==> src/assert_macros.svh <==
// Assertion macros shared by the lexer modules.
`ifndef ASSERT_MACROS_SVH
`define ASSERT_MACROS_SVH
`ifndef SYNTHESIS
`define STL_ASSERT(lbl, clk, rst_n, prop) \
	lbl: assert property (@(posedge clk) disable iff (!rst_n) (prop)) \
		else $error("lexer assertion failed");
`define STL_ASSERT_IMPL(lbl, clk, rst_n, pre, post) \
	lbl: assert property (@(posedge clk) disable iff (!rst_n) (pre) |-> (post)) \
		else $error("lexer assertion failed");
`define STL_ASSERT_NEXT(lbl, clk, rst_n, pre, post) \
	lbl: assert property (@(posedge clk) disable iff (!rst_n) (pre) |=> (post)) \
		else $error("lexer assertion failed");
`else
`define STL_ASSERT(lbl, clk, rst_n, prop)
`define STL_ASSERT_IMPL(lbl, clk, rst_n, pre, post)
`define STL_ASSERT_NEXT(lbl, clk, rst_n, pre, post)
`endif
`endif

==> src/stl_pkg.sv <==
// Types, token codes and character classes of the source text lexer.
package stl_pkg;
	localparam int unsigned FIELD_W = 16;
	localparam int unsigned KIND_W = 4;

	localparam logic [KIND_W-1:0] KIND_IDENT = 4'd0;
	localparam logic [KIND_W-1:0] KIND_EXIT = 4'd1;
	localparam logic [KIND_W-1:0] KIND_NUM = 4'd2;
	localparam logic [KIND_W-1:0] KIND_PLUS = 4'd3;
	localparam logic [KIND_W-1:0] KIND_MINUS = 4'd4;
	localparam logic [KIND_W-1:0] KIND_STAR = 4'd5;
	localparam logic [KIND_W-1:0] KIND_SLASH = 4'd6;
	localparam logic [KIND_W-1:0] KIND_ASSIGN = 4'd7;
	localparam logic [KIND_W-1:0] KIND_LPAREN = 4'd8;
	localparam logic [KIND_W-1:0] KIND_RPAREN = 4'd9;
	localparam logic [KIND_W-1:0] KIND_LCURLY = 4'd10;
	localparam logic [KIND_W-1:0] KIND_RCURLY = 4'd11;
	localparam logic [KIND_W-1:0] KIND_COLON = 4'd12;
	localparam logic [KIND_W-1:0] KIND_SEMI = 4'd13;
	localparam logic [KIND_W-1:0] KIND_NEWLINE = 4'd14;
	// Not a token: the byte is skipped.
	localparam logic [KIND_W-1:0] KIND_NONE = 4'd15;

	localparam logic [1:0] MODE_NONE = 2'd0;
	localparam logic [1:0] MODE_IDENT = 2'd1;
	localparam logic [1:0] MODE_NUM = 2'd2;

	localparam logic [7:0] CHAR_NEWLINE = 8'h0a;
	localparam logic [7:0] CHAR_E = 8'h65;

	typedef struct packed {
		logic [KIND_W-1:0] kind;
		logic [FIELD_W-1:0] line;
		logic [FIELD_W-1:0] column;
		logic [FIELD_W-1:0] offset;
		logic [FIELD_W-1:0] length;
		logic last;
	} token_t;

	// Tokens produced by one byte, handed to the output queue.
	typedef struct packed {
		logic [1:0] count;
		token_t tok0;
		token_t tok1;
	} push_t;

	function automatic logic is_letter(logic [7:0] b);
		return (b >= 8'h61 && b <= 8'h7a) || (b >= 8'h41 && b <= 8'h5a);
	endfunction

	function automatic logic is_digit(logic [7:0] b);
		return b >= 8'h30 && b <= 8'h39;
	endfunction

	function automatic logic [7:0] kw_exit_char(logic [1:0] idx);
		logic [7:0] c;
		case (idx)
			2'd0: c = 8'h65;
			2'd1: c = 8'h78;
			2'd2: c = 8'h69;
			default: c = 8'h74;
		endcase
		return c;
	endfunction

	function automatic logic [KIND_W-1:0] single_kind(logic [7:0] b);
		logic [KIND_W-1:0] k;
		case (b)
			8'h2b: k = KIND_PLUS;
			8'h2d: k = KIND_MINUS;
			8'h2a: k = KIND_STAR;
			8'h2f: k = KIND_SLASH;
			8'h3d: k = KIND_ASSIGN;
			8'h28: k = KIND_LPAREN;
			8'h29: k = KIND_RPAREN;
			8'h7b: k = KIND_LCURLY;
			8'h7d: k = KIND_RCURLY;
			8'h3a: k = KIND_COLON;
			8'h3b: k = KIND_SEMI;
			CHAR_NEWLINE: k = KIND_NEWLINE;
			default: k = KIND_NONE;
		endcase
		return k;
	endfunction
endpackage

==> src/source_text_lexer.sv <==
// Top level of the source text lexer: input stage, token forming and result queue.
//
//  channel   handshake            payload
//  input     in_valid/in_ready    text_byte, end_of_text
//  output    out_valid/out_ready  token_kind, token_line, token_column,
//                                 value_offset, value_length, last_for_input
//
// One byte per cycle enters while the queue has room; its tokens are formed from the
// input register and written to the result queue. A byte that closes a run and gives
// a second token pushes two tokens, which leave through the single output port in turn.
// The input stage waits while the queue has fewer than two free entries.
// Reset puts the position at line 1, column 1, offset 0 with no run open.
module source_text_lexer #(
	parameter int unsigned POSITION_BITS = 16
) (
	input logic clk,
	input logic arst_n,
	input logic in_valid,
	output logic in_ready,
	input logic [7:0] text_byte,
	input logic end_of_text,
	output logic out_valid,
	input logic out_ready,
	output logic [3:0] token_kind,
	output logic [15:0] token_line,
	output logic [15:0] token_column,
	output logic [15:0] value_offset,
	output logic [15:0] value_length,
	output logic last_for_input
);
	import stl_pkg::*;

	push_t push;
	logic room;
	token_t head;

	stl_core #(
		.POSITION_BITS(POSITION_BITS)
	) u_core (
		.clk(clk),
		.arst_n(arst_n),
		.in_valid(in_valid),
		.in_ready(in_ready),
		.text_byte(text_byte),
		.end_of_text(end_of_text),
		.room(room),
		.push(push)
	);

	stl_queue u_queue (
		.clk(clk),
		.arst_n(arst_n),
		.push(push),
		.room(room),
		.out_valid(out_valid),
		.out_ready(out_ready),
		.head(head)
	);

	assign token_kind = head.kind;
	assign token_line = head.line;
	assign token_column = head.column;
	assign value_offset = head.offset;
	assign value_length = head.length;
	assign last_for_input = head.last;
endmodule

==> src/stl_core.sv <==
// Input register, run and position state, and token forming for one byte.
`include "assert_macros.svh"
module stl_core #(
	parameter int unsigned POSITION_BITS = 16
) (
	input logic clk,
	input logic arst_n,
	input logic in_valid,
	output logic in_ready,
	input logic [7:0] text_byte,
	input logic end_of_text,
	input logic room,
	output stl_pkg::push_t push
);
	import stl_pkg::*;

	localparam int unsigned P = POSITION_BITS;

	logic valid_s1;
	logic [7:0] byte_s1;
	logic eot_s1;

	logic [1:0] mode_q;
	logic [P-1:0] start_line_q, start_col_q, start_off_q, run_len_q;
	logic kw_q;
	logic [P-1:0] line_q, col_q, off_q;

	logic advance;
	logic letter, digit, cont, flush_first;
	logic [KIND_W-1:0] skind;
	logic [1:0] n_mode;
	logic [P-1:0] n_line, n_col, n_off, n_len;
	logic n_kw;
	token_t tok_flush, tok_eot, tok_single, tok_second;
	logic second_valid;

	function automatic logic [P-1:0] sat_inc(logic [P-1:0] v);
		return (v == {P{1'b1}}) ? v : v + P'(1);
	endfunction

	function automatic token_t run_token(logic [1:0] mode, logic [P-1:0] line,
			logic [P-1:0] col, logic [P-1:0] off, logic [P-1:0] len, logic kw);
		token_t t;
		t.line = FIELD_W'(line);
		t.column = FIELD_W'(col);
		t.offset = FIELD_W'(off);
		t.length = FIELD_W'(len);
		t.last = 1'b0;
		if (mode == MODE_NUM) begin
			t.kind = KIND_NUM;
		end else if (kw && len == P'(4)) begin
			t.kind = KIND_EXIT;
			t.offset = '0;
			t.length = '0;
		end else begin
			t.kind = KIND_IDENT;
		end
		return t;
	endfunction

	assign advance = valid_s1 && room;
	assign in_ready = !valid_s1 || room;

	always_ff @(posedge clk or negedge arst_n) begin
		if (!arst_n) begin
			valid_s1 <= 1'b0;
		end else if (in_ready) begin
			valid_s1 <= in_valid;
		end
	end

	always_ff @(posedge clk) begin
		if (in_ready) begin
			byte_s1 <= text_byte;
			eot_s1 <= end_of_text;
		end
	end

	always_comb begin
		letter = is_letter(byte_s1);
		digit = is_digit(byte_s1);
		skind = single_kind(byte_s1);
		cont = (mode_q == MODE_IDENT && (letter || digit)) || (mode_q == MODE_NUM && digit);
		flush_first = !cont && mode_q != MODE_NONE;
		tok_flush = run_token(mode_q, start_line_q, start_col_q, start_off_q, run_len_q, kw_q);

		n_mode = mode_q;
		n_line = start_line_q;
		n_col = start_col_q;
		n_off = start_off_q;
		n_len = run_len_q;
		n_kw = kw_q;
		if (cont) begin
			if (kw_q && !(run_len_q < P'(4) && byte_s1 == kw_exit_char(run_len_q[1:0]))) begin
				n_kw = 1'b0;
			end
			n_len = sat_inc(run_len_q);
		end else if (letter || digit) begin
			n_mode = letter ? MODE_IDENT : MODE_NUM;
			n_line = line_q;
			n_col = col_q;
			n_off = off_q;
			n_len = P'(1);
			n_kw = byte_s1 == CHAR_E;
		end else begin
			n_mode = MODE_NONE;
			n_len = '0;
			n_kw = 1'b0;
		end

		tok_eot = run_token(n_mode, n_line, n_col, n_off, n_len, n_kw);
		tok_single.kind = skind;
		tok_single.line = FIELD_W'(line_q);
		tok_single.column = FIELD_W'(col_q);
		tok_single.offset = '0;
		tok_single.length = '0;
		tok_single.last = 1'b0;

		// A symbol only appears when no run is left open, so at most one of
		// the symbol token and the end-of-text flush exists.
		second_valid = (!cont && skind != KIND_NONE) || (eot_s1 && n_mode != MODE_NONE);
		tok_second = (!cont && skind != KIND_NONE) ? tok_single : tok_eot;
		tok_second.last = 1'b1;

		push.tok0 = flush_first ? tok_flush : tok_second;
		push.tok0.last = !(flush_first && second_valid);
		push.tok1 = tok_second;
		push.count = advance ? 2'(flush_first) + 2'(second_valid) : 2'd0;
	end

	always_ff @(posedge clk or negedge arst_n) begin
		if (!arst_n) begin
			mode_q <= MODE_NONE;
			start_line_q <= P'(1);
			start_col_q <= P'(1);
			start_off_q <= '0;
			run_len_q <= '0;
			kw_q <= 1'b0;
			line_q <= P'(1);
			col_q <= P'(1);
			off_q <= '0;
		end else if (advance) begin
			mode_q <= eot_s1 ? MODE_NONE : n_mode;
			start_line_q <= n_line;
			start_col_q <= n_col;
			start_off_q <= n_off;
			run_len_q <= eot_s1 ? '0 : n_len;
			kw_q <= eot_s1 ? 1'b0 : n_kw;
			off_q <= sat_inc(off_q);
			if (byte_s1 == CHAR_NEWLINE) begin
				line_q <= sat_inc(line_q);
				col_q <= P'(1);
			end else begin
				col_q <= sat_inc(col_q);
			end
		end
	end

	`STL_ASSERT_NEXT(a_eot_closes_run, clk, arst_n, advance && eot_s1, mode_q == MODE_NONE)
	`STL_ASSERT(a_line_nonzero, clk, arst_n, line_q != '0 && col_q != '0)
	`STL_ASSERT_IMPL(a_open_run_has_length, clk, arst_n, mode_q != MODE_NONE, run_len_q != '0)
endmodule

==> src/stl_queue.sv <==
// Three-entry result queue that takes up to two tokens per cycle.
`include "assert_macros.svh"
module stl_queue (
	input logic clk,
	input logic arst_n,
	input stl_pkg::push_t push,
	output logic room,
	output logic out_valid,
	input logic out_ready,
	output stl_pkg::token_t head
);
	import stl_pkg::*;

	localparam logic [1:0] DEPTH = 2'd3;

	token_t entries [3];
	logic [1:0] wr_q, rd_q, count_q;
	logic pop;
	logic [2:0] count_next;

	function automatic logic [1:0] inc3(logic [1:0] p);
		return (p == DEPTH - 2'd1) ? 2'd0 : p + 2'd1;
	endfunction

	assign pop = out_valid && out_ready;
	assign out_valid = count_q != 2'd0;
	assign head = entries[rd_q];
	// Room means two free entries once this cycle's request leaves.
	assign room = count_q <= 2'd1 || (count_q == 2'd2 && pop);
	assign count_next = 3'(count_q) + 3'(push.count) - 3'(pop);

	always_ff @(posedge clk or negedge arst_n) begin
		if (!arst_n) begin
			wr_q <= 2'd0;
			rd_q <= 2'd0;
			count_q <= 2'd0;
		end else begin
			count_q <= count_next[1:0];
			if (pop) begin
				rd_q <= inc3(rd_q);
			end
			if (push.count == 2'd1) begin
				wr_q <= inc3(wr_q);
			end else if (push.count == 2'd2) begin
				wr_q <= inc3(inc3(wr_q));
			end
		end
	end

	always_ff @(posedge clk) begin
		if (push.count != 2'd0) begin
			entries[wr_q] <= push.tok0;
		end
		if (push.count == 2'd2) begin
			entries[inc3(wr_q)] <= push.tok1;
		end
	end

	`STL_ASSERT(a_no_overflow, clk, arst_n, count_next <= 3'(DEPTH))
	`STL_ASSERT(a_ptr_range, clk, arst_n, wr_q != 2'd3 && rd_q != 2'd3)
	`STL_ASSERT_NEXT(a_drain_empty, clk, arst_n,
		count_q == 2'd1 && pop && push.count == 2'd0, !out_valid)
endmodule
==> config.mk <==
export PLATFORM = sky130hd
export DESIGN_NAME = source_text_lexer
export DESIGN_NICKNAME = d
export VERILOG_FILES = /design/src/stl_pkg.sv /design/src/source_text_lexer.sv /design/src/stl_core.sv /design/src/stl_queue.sv
export VERILOG_INCLUDE_DIRS = /design/src /design/src/src
export SDC_FILE = /design/constraint.sdc
export NUM_CORES = 1
export LEC_CHECK = 0
export ABC_AREA = 1
export BUFFER_PORTS_ARGS = -buffer_cell sky130_fd_sc_hd__buf_2
export CORE_AREA = 3 3 269 271
export CTS_BUF_LIST = sky130_fd_sc_hd__clkbuf_8
export DETAILED_ROUTE_END_ITERATION = 10
export DIE_AREA = 0 0 272 274
export PLACE_DENSITY_LB_ADDON = 0.15
export REMOVE_ABC_BUFFERS = 1
export SLEW_MARGIN = 20
export SYNTH_ARGS = -nofsm -noshare
export SYNTH_HDL_FRONTEND = slang
export SYNTH_SLANG_ARGS = --single-unit
==> constraint.sdc <==
create_clock -name clk -period 15.1 [get_ports clk]
set_input_delay 2.265 -clock clk [delete_from_list [all_inputs] [get_ports clk]]
set_output_delay 2.265 -clock clk [all_outputs]
set_load 0.005 [all_outputs]
==> reports/qor.yml <==
crit_start: "out_ready"
synthFlopType: "edfxtp_1"
vias: 16100
synth-adder-area-share_pct: 0.863
core_area_um2: 70000
ys_warn_count: 0
cts-hold-fix-buffers: 0
gp_congestion: 0.842
dp_hpwl_mm: 36.2
setup_violations: 0
timing.rr.end: "u_queue.entries[2][68]"
placement.io_buffers: 83
cp-start-kind: "input pin"
track_usage_pct: 15.8
grt_pass1_wl_mm: 92.5
drv_slew: 0
clk_path_buf_depth: 3
top_layer_used: "met4"
critPathArrivalTime_ns: 6.58
ir_worst_vdd_mv: 0.0768
detail-route-antenna-nets: 0
fin_nets: 2386
tns_ns: 0
antenna_found_initial: 3
path_class: "input pin to register"
drt_wl_total_mm: 58.8
hold_viol: 0
wl_per_cell_um: 17.5
start_util_pct: 26.9
ys_seq_elements: 338
status: "finished clean"
layout_commonest_cell: "nand2_1"
syn_to_final_growth_pct: 13.7
r2r-start: "u_core.byte_s1[2]"
grt_pass1_vias: 15900
period_share_pct: 40.5
cp-end-kind: "register"
r2r_cells: 21
synth.distinct_cells: 48
period_minus_slack_ns: 6.12
tightestPinTransition_ns: 1.14
slew-limit-headroom_pct: 23.5
grt-ovfl-total: 0
vias_per_cell: 4.81
layout.cells.non_filler: 3357
required_ns: 15.56
first_pass_iters: 6
clkTransAtPathRegs_ns: 0.06
cts-htree-levels: 3
numCtsBuffers: 66
ios: 84
dp.cells: 3232
wl_met1_mm: 27.2
synth_top_family_by_area: "simple AND/OR/NAND/NOR gates"
drc_errors: 0
p_per_area_nw_per_um2: 180
drive_gt1_share_pct: 11.0
clkSinkCount: 338
crit_path_max_fanout: 55
cts_tree: "yes"
final_cell_mix: "nand2_1, inv_1, nand3_1, edfxtp_1, o21ai_0"
synth_edf_count: 213
drt_iter0_drc: 1055
root_buffer: "clkbuf_8"
clock.fmax_mhz: 163
synthesis.area_um2: 18900
synth_seq_area_share_pct: 50.5
postPlaceCellArea_um2: 20100
rsz0062_at_grt: "no"
cts_resized: 0
finish.instance_area_um2: 21400
clock_latency_ns: 0.64
die_x_um: 272
reg2reg_setup_slack_ns: 9.21
leakage_nw: 9.18
postCtsSetupRepairBufs: 0
yosys.area_share.simple_pct: 26.5
hold_start: "u_queue.entries[2][0]"
async_flop_share_pct: 36.1
grt_max_degree: 97
dieArea_um2: 74500
met2WireLength_mm: 27.5
min_to: "u_queue.entries[2][0]"
yosys.area_share.xor_xnor_pct: 2.09
synthCells: 2317
whs_path_depth: 2
hp-class: "register to register"
synth-compound-area-share_pct: 12.3
die_y_um: 274
rows: 97
syn_area_per_cell_um2: 8.14
finalClockSkew_ns: 0.0411
muxShareOfSynthArea_pct: 0
maxCapViolations: 0
route.met3.wl_mm: 2.86
-- where the power goes --
part           switching [W]  internal (W)  leakage (nW)  total (W)
Combinational        0.00118      0.000484          4.86    0.00166
Sequential         0.0000984       0.00120          3.57    0.00130
Clock               0.000410      0.000491         0.757   0.000901
-- worst max path at each step --
stage	endpoint	slack, ns	cells after the start
floorplan	u_queue.entries[2][67]	4.21	11
global placement	u_queue.entries[2][68]	8.32	15
detailed placement	u_queue.entries[2][68]	8.31	15
CTS	value_offset[15]	8.85	5
global route	u_queue.entries[2][68]	8.53	15
finish	u_queue.entries[2][68]	8.98	15
-- critical path, stage by stage --
cell,delay [ns]
buf_2,0.09
a21oi_1,0.08
nor2_2,0.08
buf_4,0.30
inv_2,0.36
nor2_1,0.32
inv_1,0.10
ha_1,0.28
nor3_2,0.23
buf_4,0.33
clkinv_1,0.50
nand2_4,0.40
buf_4,0.75
o21ai_0,0.27
nor2_1,0.14
-- kinds of logic after synthesis --
| family | count (synthesis) |
|---|---|
| adder cells (fa/ha/maj) | 13 |
| AO/OA/AOI/OAI | 378 |
| AND/OR/NAND/NOR | 1170 |
| XOR/XNOR | 45 |
| buffers and inverters | 373 |
| flip-flops | 338 |
-- per-layer routing --
metal	vias to the layer above	GRT usage (%)
li1	7895	-
met4	0	5.13
met5	-	0
met1	7751	21.1
met2	399	26.2
met3	91	2.50
-- area by class of cell --
class | count | area (µm²)
clock inverters | 48 | 289
diodes | 5 | 12.5
well taps | 940 | 1180
clock buffers | 72 | 991
fillers | 7418 | 48600
inverters | 242 | 910
multi-input cells | 1606 | 7940
flip-flops and latches | 338 | 9520
repair buffers | 106 | 594
-- cell usage after synthesis, types with 18 or more instances --
master	instances	share of area [%]
nor3_1	24	0.64
o22ai_1	63	2.1
buf_2	20	0.53
nor2_1	111	2.2
inv_1	229	4.6
nand3_1	218	5.8
a21oi_1	19	0.50
o21ai_0	132	3.5
nand2_1	737	15
o21ai_1	35	0.93
xor2_1	30	1.4
dfrtp_1	118	16
edfxtp_1	213	34
clkbuf_1	103	2.1
nand4_1	18	0.60
o211ai_1	108	4.3
-- flip-flops by register name, indices dropped and copies added (netlist names) --
register / cells
u_queue.entries: 207
u_core.col_q: 16
u_core.line_q: 16
u_core.off_q: 16
u_core.run_len_q: 16
u_core.start_col_q: 16
u_core.start_line_q: 16
u_core.start_off_q: 16
u_core.byte_s1: 8
u_core.mode_q: 2
u_queue.count_q: 2
u_queue.rd_q: 2
u_queue.wr_q: 2
u_core.eot_s1: 1
u_core.kw_q: 1
u_core.valid_s1: 1
-- through the flow --
stage | setup slack [ns] | hold WS [ns] | power, W | utilization [%]
3_3_place_gp | 8.32 | 0.459 | 0.00299 | 28.8
5_1_grt | 8.53 | 0.505 | 0.00419 | 30.6
2_1_floorplan | 4.21 | 0.442 | 0.00233 | -
3_5_place_dp | 8.31 | 0.466 | 0.00301 | 28.8
6_report | 8.98 | 0.477 | 0.00387 | 30.6
4_1_cts | 8.85 | 0.479 | 0.00394 | 30.6
Power figures use the tool's default switching activity.
